<file path="src/hdl/mcp_pkg.sv">
// Shared types, constants and prime table of the coarsening planner.
`timescale 1ns / 1ps
`default_nettype none
package mcp_pkg;

	localparam int unsigned AXES       = 3;
	localparam int unsigned TINY_SIZE  = 6;
	localparam int unsigned PRIME_IDX_W = 6;
	localparam int unsigned PRIME_W    = 8;
	localparam int unsigned LVL_W      = 7;

	typedef enum logic [3:0] {
		ST_IDLE,
		ST_CHECK,
		ST_PRIME_ST,
		ST_PRIME_WT,
		ST_ADJ_NEXT,
		ST_ADJ_WT,
		ST_SHR_ST,
		ST_SHR_WT,
		ST_DONE
	} mcp_state_t;

	typedef logic [PRIME_W-1:0] prime_t;

	localparam prime_t PRIMES [40] = '{
		8'd2, 8'd3, 8'd5, 8'd7, 8'd11, 8'd13, 8'd17, 8'd19, 8'd23, 8'd29,
		8'd31, 8'd37, 8'd41, 8'd43, 8'd47, 8'd53, 8'd59, 8'd61, 8'd67, 8'd71,
		8'd73, 8'd79, 8'd83, 8'd89, 8'd97, 8'd101, 8'd103, 8'd107, 8'd109, 8'd113,
		8'd127, 8'd131, 8'd137, 8'd139, 8'd149, 8'd151, 8'd157, 8'd163, 8'd167, 8'd173
	};

	function automatic prime_t prime_at(input logic [PRIME_IDX_W-1:0] k);
		prime_t p;
		p = 8'd173;
		if (k < 6'd40) begin
			p = PRIMES[k];
		end
		return p;
	endfunction

endpackage
`default_nettype wire

</file>
<file path="src/hdl/mcp_if.sv">
// Handshake channels for grid descriptions and plan results.
`timescale 1ns / 1ps
`default_nettype none
interface mcp_in_if #(parameter int unsigned SIZE_BITS = 25);
	logic                 valid;
	logic                 ready;
	logic [1:0]           dims;
	logic [SIZE_BITS-1:0] size_x;
	logic [SIZE_BITS-1:0] size_y;
	logic [SIZE_BITS-1:0] size_z;
	logic [15:0]          procs_x;
	logic [15:0]          procs_y;
	logic [15:0]          procs_z;
	logic                 periodic_x;
	logic                 periodic_y;
	logic                 periodic_z;
	modport source (output valid, dims, size_x, size_y, size_z, procs_x, procs_y, procs_z,
		periodic_x, periodic_y, periodic_z, input ready);
	modport sink (input valid, dims, size_x, size_y, size_z, procs_x, procs_y, procs_z,
		periodic_x, periodic_y, periodic_z, output ready);
endinterface

interface mcp_out_if #(parameter int unsigned SIZE_BITS = 25);
	logic                 valid;
	logic                 ready;
	logic                 can_coarsen;
	logic [SIZE_BITS-1:0] factor_x;
	logic [SIZE_BITS-1:0] factor_y;
	logic [SIZE_BITS-1:0] factor_z;
	logic [6:0]           level_count;
	modport source (output valid, can_coarsen, factor_x, factor_y, factor_z, level_count,
		input ready);
	modport sink (input valid, can_coarsen, factor_x, factor_y, factor_z, level_count,
		output ready);
endinterface
`default_nettype wire

</file>
<file path="src/hdl/mcp_div.sv">
// Shared restoring divider, one quotient bit per cycle.
`timescale 1ns / 1ps
`default_nettype none
module mcp_div #(
	parameter int unsigned W = 25
) (
	input  wire logic         clk,
	input  wire logic         arst_n,
	input  wire logic         start,
	input  wire logic [W-1:0] dividend,
	input  wire logic [W-1:0] divisor,
	output logic              done,
	output logic [W-1:0]      quot,
	output logic [W-1:0]      rem
);
	localparam int unsigned CW = $clog2(W + 1);

	logic [CW-1:0] cnt_q;
	logic          busy_q;
	logic          done_q;
	logic [W:0]    rem_q;
	logic [W-1:0]  quo_q;
	logic [W-1:0]  den_q;
	logic [W:0]    trial;

	assign trial = {rem_q[W-1:0], quo_q[W-1]};

	always_ff @(posedge clk or negedge arst_n) begin
		if (!arst_n) begin
			busy_q <= 1'b0;
			done_q <= 1'b0;
			cnt_q  <= '0;
		end else begin
			done_q <= 1'b0;
			if (start) begin
				busy_q <= 1'b1;
				cnt_q  <= CW'(W);
			end else if (busy_q) begin
				cnt_q <= cnt_q - 1'b1;
				if (cnt_q == CW'(1)) begin
					busy_q <= 1'b0;
					done_q <= 1'b1;
				end
			end
		end
	end

	always_ff @(posedge clk) begin
		if (start) begin
			rem_q <= '0;
			quo_q <= dividend;
			den_q <= divisor;
		end else if (busy_q) begin
			if (trial >= {1'b0, den_q}) begin
				rem_q <= trial - {1'b0, den_q};
				quo_q <= {quo_q[W-2:0], 1'b1};
			end else begin
				rem_q <= trial;
				quo_q <= {quo_q[W-2:0], 1'b0};
			end
		end
	end

	assign done = done_q;
	assign quot = quo_q;
	assign rem  = rem_q[W-1:0];
endmodule
`default_nettype wire

</file>
<file path="src/hdl/multigrid_coarsening_planner_core.sv">
// Top level of the multigrid coarsening planner: sequencer around a shared divider.
`timescale 1ns / 1ps
`default_nettype none
// Usage
//   in_ch  : one grid description per item (dims, sizes, process counts, periodic flags).
//   out_ch : one plan per item (can_coarsen, first-level factors, level_count).
//   in_ch.ready is high only while the sequencer is idle; one item is planned at a time.
// Divisions
//   Every division (prime test, size/factor compare, size reduction) runs on a single
//   shared restoring divider. Per level: up to dims*NUM_PRIMES prime tests, up to
//   dims*(dims-1) compares and dims reductions. Small primes usually hit early, so
//   an item needs far fewer divisions than the worst case. The divider sets the pace.
// Output
//   The result sits in an output register. A new item may be accepted while it waits;
//   the next result is held in the sequencer until out_ch.ready frees the register.
// Reset
//   arst_n clears the sequencer and output valid; no store needs clearing.
module multigrid_coarsening_planner_core #(
	parameter int unsigned MAX_LEVELS = 64,
	parameter int unsigned NUM_PRIMES = 40,
	parameter int unsigned SIZE_BITS  = 25
) (
	input  wire logic clk,
	input  wire logic arst_n,
	mcp_in_if.sink    in_ch,
	mcp_out_if.source out_ch
);
	import mcp_pkg::*;

	localparam int unsigned W = SIZE_BITS;

	mcp_state_t state_q, state_d;

	logic [W-1:0]       w_q [AXES];   // working sizes of the current level
	logic [15:0]        p_q [AXES];
	logic [W-1:0]       g_q [AXES];   // factors of the current level
	logic [W-1:0]       f0_q [AXES];  // first-level factors
	logic               ok_q;
	logic               first_q;
	logic [LVL_W-1:0]   lvl_q;
	logic [1:0]         nd_q;
	logic [1:0]         ax_q;
	logic [1:0]         jx_q;
	logic [PRIME_IDX_W-1:0] k_q;

	logic               out_valid_q;
	logic               out_ok_q;
	logic [W-1:0]       out_f_q [AXES];
	logic [LVL_W-1:0]   out_lvl_q;

	// divider
	logic               div_start;
	logic [W-1:0]       div_a, div_b;
	logic               div_done;
	logic [W-1:0]       div_q, div_r;

	mcp_div #(.W(W)) u_div (
		.clk      (clk),
		.arst_n   (arst_n),
		.start    (div_start),
		.dividend (div_a),
		.divisor  (div_b),
		.done     (div_done),
		.quot     (div_q),
		.rem      (div_r)
	);

	// stop test of a level on the working sizes
	logic any_zero, all_one, all_tiny, proc_stop, stop;
	always_comb begin
		any_zero  = 1'b0;
		all_one   = 1'b1;
		all_tiny  = 1'b1;
		proc_stop = 1'b0;
		for (int i = 0; i < AXES; i++) begin
			if (w_q[i] == '0) any_zero = 1'b1;
			if (w_q[i] != W'(1)) all_one = 1'b0;
			if (w_q[i] > W'(TINY_SIZE)) all_tiny = 1'b0;
			if ((2'(i) < nd_q) && ({{(32-W){1'b0}}, w_q[i]} <= {16'd0, p_q[i]}))
				proc_stop = 1'b1;
		end
		stop = any_zero || all_one || all_tiny || proc_stop;
	end

	logic last_ax;
	assign last_ax = (ax_q == nd_q - 2'd1);

	// next state and divider issue
	always_comb begin
		state_d   = state_q;
		div_start = 1'b0;
		div_a     = w_q[ax_q];
		div_b     = W'(prime_at(k_q));
		case (state_q)
			ST_IDLE: begin
				if (in_ch.valid) state_d = ST_CHECK;
			end
			ST_CHECK: begin
				if (stop || (!first_q && lvl_q == LVL_W'(MAX_LEVELS))) state_d = ST_DONE;
				else state_d = ST_PRIME_ST;
			end
			ST_PRIME_ST: begin
				div_start = 1'b1;
				state_d   = ST_PRIME_WT;
			end
			ST_PRIME_WT: begin
				if (div_done) begin
					if (div_r == '0 || k_q == PRIME_IDX_W'(NUM_PRIMES - 1))
						state_d = last_ax ? ST_ADJ_NEXT : ST_PRIME_ST;
					else
						state_d = ST_PRIME_ST;
				end
			end
			ST_ADJ_NEXT: begin
				div_a = w_q[jx_q];
				div_b = g_q[jx_q];
				if (ax_q >= nd_q) state_d = ST_SHR_ST;
				else if (g_q[ax_q] != W'(1) && jx_q < nd_q && jx_q != ax_q) begin
					div_start = 1'b1;
					state_d   = ST_ADJ_WT;
				end
			end
			ST_ADJ_WT: begin
				if (div_done) state_d = ST_ADJ_NEXT;
			end
			ST_SHR_ST: begin
				div_b     = g_q[ax_q];
				div_start = 1'b1;
				state_d   = ST_SHR_WT;
			end
			ST_SHR_WT: begin
				if (div_done) state_d = last_ax ? ST_CHECK : ST_SHR_ST;
			end
			ST_DONE: begin
				if (!out_valid_q || out_ch.ready) state_d = ST_IDLE;
			end
			default: state_d = ST_IDLE;
		endcase
	end

	always_ff @(posedge clk or negedge arst_n) begin
		if (!arst_n) state_q <= ST_IDLE;
		else state_q <= state_d;
	end

	// sequencer counters and flags
	always_ff @(posedge clk or negedge arst_n) begin
		if (!arst_n) begin
			first_q <= 1'b0;
			ax_q    <= '0;
			jx_q    <= '0;
			k_q     <= '0;
			lvl_q   <= '0;
			nd_q    <= 2'd1;
			ok_q    <= 1'b0;
		end else begin
			case (state_q)
				ST_IDLE: begin
					if (in_ch.valid) begin
						first_q <= 1'b1;
						lvl_q   <= LVL_W'(1);
						nd_q    <= (in_ch.dims == 2'd0) ? 2'd1 : in_ch.dims;
					end
				end
				ST_CHECK: begin
					ax_q <= '0;
					k_q  <= '0;
					if (stop && first_q) ok_q <= 1'b0;
				end
				ST_PRIME_WT: begin
					if (div_done) begin
						if (div_r == '0 || k_q == PRIME_IDX_W'(NUM_PRIMES - 1)) begin
							k_q  <= '0;
							ax_q <= last_ax ? 2'd0 : ax_q + 2'd1;
							jx_q <= '0;
						end else begin
							k_q <= k_q + 1'b1;
						end
					end
				end
				ST_ADJ_NEXT: begin
					if (ax_q >= nd_q) begin
						ax_q <= '0;
						if (first_q) begin
							ok_q    <= 1'b1;
							first_q <= 1'b0;
						end
					end else if (g_q[ax_q] == W'(1) || jx_q >= nd_q) begin
						ax_q <= ax_q + 2'd1;
						jx_q <= '0;
					end else if (jx_q == ax_q) begin
						jx_q <= jx_q + 2'd1;
					end
				end
				ST_ADJ_WT: begin
					if (div_done) jx_q <= jx_q + 2'd1;
				end
				ST_SHR_WT: begin
					if (div_done) begin
						ax_q <= ax_q + 2'd1;
						if (last_ax) lvl_q <= lvl_q + 1'b1;
					end
				end
				default: ;
			endcase
		end
	end

	// working sizes and factors
	logic [W-1:0] sz_in [AXES];
	logic [15:0]  pr_in [AXES];
	logic         per_in [AXES];
	assign sz_in  = '{in_ch.size_x, in_ch.size_y, in_ch.size_z};
	assign pr_in  = '{in_ch.procs_x, in_ch.procs_y, in_ch.procs_z};
	assign per_in = '{in_ch.periodic_x, in_ch.periodic_y, in_ch.periodic_z};

	logic [1:0] nd_in;
	assign nd_in = (in_ch.dims == 2'd0) ? 2'd1 : in_ch.dims;

	always_ff @(posedge clk) begin
		case (state_q)
			ST_IDLE: begin
				for (int i = 0; i < AXES; i++) begin
					if (2'(i) < nd_in) begin
						w_q[i] <= (!per_in[i] && sz_in[i] != '0) ? sz_in[i] - W'(1) : sz_in[i];
						p_q[i] <= pr_in[i];
					end else begin
						w_q[i] <= W'(1);
						p_q[i] <= 16'd1;
					end
				end
			end
			ST_CHECK: begin
				for (int i = 0; i < AXES; i++) begin
					g_q[i] <= (2'(i) < nd_q) ? w_q[i] : W'(1);
					if (stop && first_q) f0_q[i] <= (2'(i) < nd_q) ? w_q[i] : W'(1);
				end
			end
			ST_PRIME_WT: begin
				if (div_done) begin
					if (div_r == '0) g_q[ax_q] <= W'(prime_at(k_q));
					else if (k_q == PRIME_IDX_W'(NUM_PRIMES - 1)) g_q[ax_q] <= w_q[ax_q];
				end
			end
			ST_ADJ_NEXT: begin
				if (ax_q >= nd_q && first_q) f0_q <= g_q;
			end
			ST_ADJ_WT: begin
				if (div_done && w_q[ax_q] <= div_q) g_q[ax_q] <= W'(1);
			end
			ST_SHR_WT: begin
				if (div_done) w_q[ax_q] <= div_q;
			end
			default: ;
		endcase
	end

	// output register
	always_ff @(posedge clk or negedge arst_n) begin
		if (!arst_n) out_valid_q <= 1'b0;
		else if (state_q == ST_DONE && (!out_valid_q || out_ch.ready)) out_valid_q <= 1'b1;
		else if (out_ch.ready) out_valid_q <= 1'b0;
	end

	always_ff @(posedge clk) begin
		if (state_q == ST_DONE && (!out_valid_q || out_ch.ready)) begin
			out_ok_q  <= ok_q;
			out_f_q   <= f0_q;
			out_lvl_q <= lvl_q;
		end
	end

	assign in_ch.ready        = (state_q == ST_IDLE);
	assign out_ch.valid       = out_valid_q;
	assign out_ch.can_coarsen = out_ok_q;
	assign out_ch.factor_x    = out_f_q[0];
	assign out_ch.factor_y    = out_f_q[1];
	assign out_ch.factor_z    = out_f_q[2];
	assign out_ch.level_count = out_lvl_q;
endmodule
`default_nettype wire

</file>
<file path="src/flat_wrapper.sv">
// flat-port wrapper written by rule: the top's interface ports become plain ports
module multigrid_coarsening_planner_core_flat import mcp_pkg::*;
#(
	parameter int unsigned MAX_LEVELS = 64,
	parameter int unsigned NUM_PRIMES = 40,
	parameter int unsigned SIZE_BITS  = 25
)
  (clk, arst_n, in_ch_valid, in_ch_dims, in_ch_size_x, in_ch_size_y, in_ch_size_z, in_ch_procs_x, in_ch_procs_y, in_ch_procs_z, in_ch_periodic_x, in_ch_periodic_y, in_ch_periodic_z, in_ch_ready, out_ch_valid, out_ch_can_coarsen, out_ch_factor_x, out_ch_factor_y, out_ch_factor_z, out_ch_level_count, out_ch_ready);
  mcp_in_if #(.SIZE_BITS(SIZE_BITS)) in_ch_i ();
  mcp_out_if #(.SIZE_BITS(SIZE_BITS)) out_ch_i ();
  input  wire logic clk;
  input  wire logic arst_n;
  input wire logic [$bits(in_ch_i.valid)-1:0] in_ch_valid;
  input wire logic [$bits(in_ch_i.dims)-1:0] in_ch_dims;
  input wire logic [$bits(in_ch_i.size_x)-1:0] in_ch_size_x;
  input wire logic [$bits(in_ch_i.size_y)-1:0] in_ch_size_y;
  input wire logic [$bits(in_ch_i.size_z)-1:0] in_ch_size_z;
  input wire logic [$bits(in_ch_i.procs_x)-1:0] in_ch_procs_x;
  input wire logic [$bits(in_ch_i.procs_y)-1:0] in_ch_procs_y;
  input wire logic [$bits(in_ch_i.procs_z)-1:0] in_ch_procs_z;
  input wire logic [$bits(in_ch_i.periodic_x)-1:0] in_ch_periodic_x;
  input wire logic [$bits(in_ch_i.periodic_y)-1:0] in_ch_periodic_y;
  input wire logic [$bits(in_ch_i.periodic_z)-1:0] in_ch_periodic_z;
  output wire logic [$bits(in_ch_i.ready)-1:0] in_ch_ready;
  output wire logic [$bits(out_ch_i.valid)-1:0] out_ch_valid;
  output wire logic [$bits(out_ch_i.can_coarsen)-1:0] out_ch_can_coarsen;
  output wire logic [$bits(out_ch_i.factor_x)-1:0] out_ch_factor_x;
  output wire logic [$bits(out_ch_i.factor_y)-1:0] out_ch_factor_y;
  output wire logic [$bits(out_ch_i.factor_z)-1:0] out_ch_factor_z;
  output wire logic [$bits(out_ch_i.level_count)-1:0] out_ch_level_count;
  input wire logic [$bits(out_ch_i.ready)-1:0] out_ch_ready;
  assign in_ch_i.valid = in_ch_valid;
  assign in_ch_i.dims = in_ch_dims;
  assign in_ch_i.size_x = in_ch_size_x;
  assign in_ch_i.size_y = in_ch_size_y;
  assign in_ch_i.size_z = in_ch_size_z;
  assign in_ch_i.procs_x = in_ch_procs_x;
  assign in_ch_i.procs_y = in_ch_procs_y;
  assign in_ch_i.procs_z = in_ch_procs_z;
  assign in_ch_i.periodic_x = in_ch_periodic_x;
  assign in_ch_i.periodic_y = in_ch_periodic_y;
  assign in_ch_i.periodic_z = in_ch_periodic_z;
  assign in_ch_ready = in_ch_i.ready;
  assign out_ch_valid = out_ch_i.valid;
  assign out_ch_can_coarsen = out_ch_i.can_coarsen;
  assign out_ch_factor_x = out_ch_i.factor_x;
  assign out_ch_factor_y = out_ch_i.factor_y;
  assign out_ch_factor_z = out_ch_i.factor_z;
  assign out_ch_level_count = out_ch_i.level_count;
  assign out_ch_i.ready = out_ch_ready;
  multigrid_coarsening_planner_core #(.MAX_LEVELS(MAX_LEVELS), .NUM_PRIMES(NUM_PRIMES), .SIZE_BITS(SIZE_BITS)) u_core (.clk(clk), .arst_n(arst_n), .in_ch(in_ch_i), .out_ch(out_ch_i));
endmodule
</file>
<file path="config.mk">
export PLATFORM = sky130hd
export DESIGN_NAME = multigrid_coarsening_planner_core_flat
export DESIGN_NICKNAME = d
export VERILOG_FILES = /design/src/hdl/mcp_pkg.sv /design/src/hdl/mcp_if.sv /design/src/hdl/mcp_div.sv /design/src/hdl/multigrid_coarsening_planner_core.sv /design/src/flat_wrapper.sv
export SDC_FILE = /design/constraint.sdc
export NUM_CORES = 1
export LEC_CHECK = 0
export BUFFER_PORTS_ARGS = -buffer_cell sky130_fd_sc_hd__clkbuf_2
export CORE_ASPECT_RATIO = 2
export CORE_MARGIN = 2
export CORE_UTILIZATION = 50
export DETAILED_ROUTE_END_ITERATION = 6
export PLACE_DENSITY = 0.77
export SKIP_LAST_GASP = 1
export SLEW_MARGIN = 10
export SYNTH_ARGS = -nofsm -noshare
export SYNTH_HDL_FRONTEND = slang
export SYNTH_SLANG_ARGS = --single-unit
</file>
<file path="constraint.sdc">
create_clock -name clk -period 18.4 [get_ports clk]
set_input_delay 2.76 -clock clk [delete_from_list [all_inputs] [get_ports clk]]
set_output_delay 2.76 -clock clk [all_outputs]
set_load 0.05 [all_outputs]
</file>
* Yosys cells after proc, flatten, opt, wreduce, memory -nomap -nowiden
Memory sizes are Yosys's and may differ from the RTL's.
Cells that the tools add are included.
W data, S select, Z words.
** Operators by class
- $add $sub $neg :: 10
- Equal/unequal tests :: 36
- $lt $le $gt $ge :: 22
- Reduce and logical (&&, ||, !) cells :: 56
- Bitwise gates (word level) :: 12
- Multiplexer cells :: 134
** Operators by type and width (count)
- $mux W25 :: 22
- $mux W75 :: 5
- $pmux W75 S3 :: 1
- $bwmux W75 :: 2
- $pmux W75 S2 :: 1
- $bmux W25 S2 :: 2
- $logic_not A25 Y1 :: 4
- $ne A25 B1 Y1 const B :: 4
- $gt A25 B3 Y1 const B :: 3
- $le A25 B16 Y1 :: 3
- $reduce_bool A25 Y1 :: 3
- $sub A25 B1 Y25 const B :: 3
- $and A72 B72 Y72 :: 1
- $not A72 Y72 :: 1
- $demux W25 S2 :: 1
- $mux W1 :: 50
- $pmux W25 S2 :: 1
- $mux W16 :: 3
- $mux W8 :: 6
- $mux W4 :: 9
- $pmux W4 S9 :: 1
- $mux W2 :: 14
- $ge A26 B25 Y1 :: 1
- $eq A25 B1 Y1 const B :: 1
- other kinds (55) :: 128
** Word-level totals
- Memories :: 3
- Bits in writable memories :: 123
- Input port bits :: 132
- ROM bits :: 512
- Output and inout port bits :: 85
- Logic and storage cells :: 299
- Register bits after elaboration :: 341
** Memory list
- (name not given) :: depth 64, width 8, rd ports 1, clocked after memory_dff 0, wr ports 0, RTL line mcp_pkg.sv:37 : p = PRIMES[k];
- u_core.w_q :: depth 3, width 25, rd ports 5, clocked after memory_dff 0, wr ports 3, RTL line multigrid_coarsening_planner_core.sv:34 : logic [W-1:0] w_q [AXES];
- u_core.p_q :: depth 3, width 16, rd ports 3, clocked after memory_dff 0, wr ports 3, RTL line multigrid_coarsening_planner_core.sv:35 : logic [15:0] p_q [AXES];

* Logic depth before layout (Yosys ltp)
- Depth in word-level cells :: 12
- Gate-level depth with buffers :: 14
- Mapped depth without buffers :: 11

* Modules after synthesis
From an unflattened synthesis, not the netlist that was laid out.
** Second synthesis, totals
- Cells, all modules :: 2762
- Area total of the unflattened synthesis :: 28596.2 µm²
** By module, submodules not included
- multigrid_coarsening_planner_core :: seq. area each 11932.7 µm², area each 23782.8 µm², cells an instance 2297, times used 1
- mcp_div :: seq. area each 2177.1 µm², area each 4813.4 µm², cells an instance 465, times used 1

* Least setup slack after synthesis
Ideal clock, no wire load.
- Kind :: flip-flop to flip-flop
- Start point :: reg u_core.ax_q[1]
- End point :: reg u_core.g_q[0] (netlist bit) (enable)
- Required time :: 17799 ps
- Library setup time :: 601 ps
- Period minus slack after synthesis :: 8905 ps
- Arrival :: 8304 ps
- Slack :: 9495 ps
- Stages on the path, launching flop included :: 15
- Path buffers :: 4
- Cell sequence :: dfrtp_1 > buf_2 > buf_2 > buf_1 > buf_1 > mux4_2 > ha_1 > nor2b_1 > o21a_1 > o21a_1 > o21a_1 > o21a_1 > o21ai_0 > a31oi_1 > nor3_1
** Between the ends
- Longest elaborated chain between the ends :: 5
** RTL lines
- start, declared :: RTL line multigrid_coarsening_planner_core.sv:42 : logic [1:0] ax_q;
- start signal, assigned :: RTL line multigrid_coarsening_planner_core.sv:174 : ax_q <= last_ax ? 2'd0 : ax_q + 2'd1;
- start signal, assigned :: RTL line multigrid_coarsening_planner_core.sv:189 : ax_q <= ax_q + 2'd1;
- start signal, assigned :: RTL line multigrid_coarsening_planner_core.sv:200 : ax_q <= ax_q + 2'd1;
- $mem_v2 Z3 W25
- $le A25 B25 Y1 :: RTL line multigrid_coarsening_planner_core.sv:249 : if (div_done && w_q[ax_q] <= div_q) g_q[ax_q] <= W'(1);
- $logic_and A1 B1 Y1 :: RTL line multigrid_coarsening_planner_core.sv:249
- $ne A2 B1 Y1 (no line)
- $reduce_and A4 Y1 (no line)
- end signal, assigned by index :: RTL line multigrid_coarsening_planner_core.sv:235 : g_q[i] <= (2'(i) < nd_q) ? w_q[i] : W'(1);
- end signal, assigned by index :: RTL line multigrid_coarsening_planner_core.sv:241 : if (div_r == '0) g_q[ax_q] <= W'(prime_at(k_q));
- end signal, assigned by index :: RTL line multigrid_coarsening_planner_core.sv:242 : else if (k_q == PRIME_IDX_W'(NUM_PRIMES - 1)) g_q[ax_q] <= w_q[ax_q];
- end, declared :: RTL line multigrid_coarsening_planner_core.sv:36 : logic [W-1:0] g_q [AXES];
Every way passes these cells.
A chain may end at the register's enable or synchronous reset.

==> impl_metrics.env <==
export IMPL_initialDrtViolationCount=2969
export IMPL_initial_core_util_pct=50.5
export IMPL_finalNonFillerCells=3660
export IMPL_period_minus_slack_ns=5.64
export IMPL_place_hpwl_mm=70.4
export IMPL_setup_tns_ns=0
export IMPL_grt_max_degree=91
export IMPL_worst_ir_drop_vdd_uv=67.8
export IMPL_postCtsHoldBufs=0
export IMPL_grt_ovfl_total=0
export IMPL_syn_inst=2736
export IMPL_hold_path_class="flop to flop"
export IMPL_fin_crit_sh_pct=30.7
export IMPL_combPwrFrac_pct=2.1
export IMPL_synth_flop_cell="edfxtp_1"
export IMPL_setup_viol=0
export IMPL_wl_per_cell_um=26.5
export IMPL_track_usage_pct=33.1
export IMPL_crit_type="primary input to flop"
export IMPL_path_cells="clkbuf_2 > or4_1 > nor4_1 > a41oi_1 > nand4_1 > nor2_1 > and3_1 > xnor2_1 > o22ai_1"
export IMPL_drc=16
export IMPL_crit_slowest_cell="nor4_1"
export IMPL_rsz0062_at_grt="no"
export IMPL_hold_viol_final=0
export IMPL_tightest_slew_ns=1.28
export IMPL_yosysWarnings=0
export IMPL_io_buffers=216
export IMPL_syn_nets=2999
export IMPL_avgSynthCellArea_um2=10.3
export IMPL_post_place_cells=3577
export IMPL_hold_worst_slack_ns=0.414
export IMPL_cts_buffers=45
export IMPL_antenna_left=0
export IMPL_cts_tree="built"
export IMPL_synth_edff_count=415
export IMPL_p_int_mw=1.78
export IMPL_grt_pass1_vias=23500
export IMPL_netSwitchingFraction_pct=21.1
export IMPL_final_max_slew_violation_count=0
export IMPL_ys_seq_elements=489
export IMPL_arrival_ns=5.95
export IMPL_core_um2=56000
export IMPL_n_antenna_cell=0
export IMPL_status="finished, violations left"
export IMPL_total_power_mw=2.25
export IMPL_p_per_area_nw_per_um2=71.2
export IMPL_antenna_found_initial=1
export IMPL_synth_cell_types=83
export IMPL_cp_max_fo=8
export IMPL_clk_latency_ns=0.61
export IMPL_nFillCells=4902
export IMPL_vias=23600
export IMPL_drv_cap=0
export IMPL_failed_checks="design-rule violations"
export IMPL_cts_num_sinks=489
export IMPL_dieArea_um2=58600
export IMPL_ff_latch_area_um2=14100
export IMPL_num_rows=123
export IMPL_critical_path_max_stage_delay_ns=0.71
export IMPL_fmax_mhz=177
export IMPL_crit_required_ns=18.70
export IMPL_post_cts_setup_buffers=0
export IMPL_seqPwrFrac_pct=52.8
export IMPL_switchingPower_mw=0.474
export IMPL_htree_levels=2
export IMPL_end_kind="flop"
export IMPL_power_share_clock_pct=45.1
export IMPL_clk_pin_slew_ns=0.07
export IMPL_async_flop_share_pct=6.75
export IMPL_first_pass_iters=7
export IMPL_cts_resized=0
export IMPL_nNetsFinal=3137
export IMPL_root_buffer="clkbuf_16"
export IMPL_cp_start_kind="primary input"
export IMPL_synth_seq_area_share_pct=49.9
export IMPL_fin_util_pct=56.5
export IMPL_skew_ns=0.0344
export IMPL_place_congestion=1.01
export IMPL_syn_area_um2=28300
export IMPL_relSlewSlack_pct=14.2
export IMPL_die_x_um=172
export IMPL_multiInputGateArea_um2=13000
export IMPL_routed_via_density=6.46
export IMPL_grt_pass1_wl_mm=143
export IMPL_cts_buffer_depth=3
export IMPL_drt_total_wl_mm=97.0
export IMPL_leakagePower_nw=12.1
export IMPL_area_growth_synth_to_final_pct=11.9
export IMPL_io_pins=217
export IMPL_die_h_um=340
export IMPL_drive_gt1_share_pct=15.4
[sequential cells by signal, summed over array words and instances (netlist names), 4 cells and up]
name                       cells
u_core.k_q                     6
u_core.g_q                    75
u_core.out_ch.factor_y        25
u_core.f0_q                   75
u_core.out_ch.factor_x        25
u_core.state_q                 4
u_core.w_q                   100
u_core.u_div.den_q            25
u_core.u_div.quot             25
u_core.u_div.cnt_q             5
u_core.out_ch.level_count      7
u_core.out_ch.factor_z        25
u_core.p_q                    48
u_core.lvl_q                   7
u_core.u_div.rem_q            25
[through the flow]
| stage | area, µm² | setup slack [ns] |
|---|---|---|
| finish | 31600 | 12.76 |
| global placement | 30100 | 12.28 |
| global route | 31600 | 12.73 |
| detailed placement | 30100 | 12.25 |
| CTS | 31600 | 12.87 |
| floorplan | 28300 | 9.49 |
[path summary, 6_finish.rpt]
kind	from	end	slack, ns	depth (start not counted)
hold / removal	u_core.f0_q[69]	u_core.out_ch.factor_x[19]	0.41	0
setup / recovery	in_ch_size_z[16]	u_core.w_q[2][24]	12.76	9
setup reg to reg	u_core.ax_q[1]	u_core.u_div.quot[0]	12.85	10
hold reg to reg	u_core.f0_q[69]	u_core.out_ch.factor_x[19]	0.41	0
max in group asynchronous	arst_n	u_core.ax_q[1]	15.47	1
min in group asynchronous	arst_n	u_core.lvl_q[5]	2.27	1
[metal layers]
| metal | track usage [%] | vias to the layer above | wire length, µm |
|---|---|---|---|
| met5 | 0 | - | 13 |
| li1 | - | 10400 | - |
| met4 | 27.6 | 2 | 9730 |
| met1 | 36.5 | 11300 | 31900 |
| met2 | 54.9 | 1482 | 46800 |
| met3 | 5.72 | 430 | 8510 |
[worst max-delay path, delay by kind of cell]
family / cells / cell delay [ns]
AND/OR/NAND/NOR: 5 / 2.21
XOR/XNOR: 1 / 0.15
AO/OA/AOI/OAI: 2 / 0.69
buffers and inverters: 1 / 0.13
[cells by family after synthesis]
logic type	synth area share, %
AO/OA/AOI/OAI	13.5
multiplexers	6.98
buffers and inverters	4.34
flip-flops	49.9
XOR/XNOR	2.82
adder cells (fa/ha/maj)	5.82
AND/OR/NAND/NOR	16.6
[cells in the final DEF (no fill, tap or decap), drive strengths merged, types with 33 or more instances in the layout]
| cell type | n |
|---|---|
| nand3 | 112 |
| mux4 | 51 |
| ha | 130 |
| nor2 | 206 |
| a21oi | 97 |
| nor3 | 54 |
| nand2 | 395 |
| xor2 | 33 |
| a31oi | 36 |
| buf | 37 |
| dfxtp | 41 |
| clkbuf | 266 |
| a21o | 42 |
| o21ai | 115 |
| edfxtp | 415 |
| a22oi | 52 |
| xnor2 | 58 |
| mux2i | 51 |
| inv | 166 |
| o22ai | 49 |
| nor4 | 33 |
[cells in the mapped netlist (12+ instances only)]
library cell	count	area [µm²]
a211oi_1	16	120
a21o_1	42	315
a21oi_1	97	485
a222oi_1	25	250
a22oi_1	52	390
a311oi_1	22	193
a31oi_1	36	225
and2_1	25	156
buf_1	16	60.1
clkbuf_1	142	533
dfrtp_1	32	801
dfxtp_1	41	821
edfxtp_1	415	12500
ha_1	130	1630
inv_1	162	608
mux2_2	26	293
mux2i_1	51	510
mux4_2	51	1150
nand2_1	395	1480
nand2b_1	22	138
nand3_1	112	561
nand3b_1	32	240
nand4_1	28	175
nor2_1	206	773
nor2b_1	32	200
nor3_1	54	270
nor4_1	33	206
o21a_1	12	90.1
o21ai_0	100	500
o21ai_1	13	65.1
o22ai_1	49	307
o31ai_1	22	165
or3_1	15	93.8
or4_1	13	97.6
xnor2_1	58	508
xor2_1	33	289
[power by group through the flow]
| stage | logic, mW | registers [mW] | clock network, mW |
|---|---|---|---|
| 5_1_grt | 0.0519 | 1.19 | 1.06 |
| 4_1_cts | 0.0472 | 1.19 | 1.03 |
| 3_5_place_dp | 0.0470 | 1.21 | 0 |
| 3_3_place_gp | 0.0462 | 1.21 | 0 |
| 2_1_floorplan | 0.0196 | 1.21 | 0 |
| 6_report | 0.0475 | 1.19 | 1.02 |
[area by class of cell]
class / instances / share of cell area (%)
Timing Repair Buffer: 253 / 4.30
Clock inverter: 33 / 1.25
Sequential cell: 489 / 44.6
Clock buffer: 50 / 3.72
Tap cell: 750 / 2.97
Multi-Input combinational cell: 1922 / 41.2
Inverter: 163 / 1.93
No activity file was read; power rests on OpenSTA's default activity.
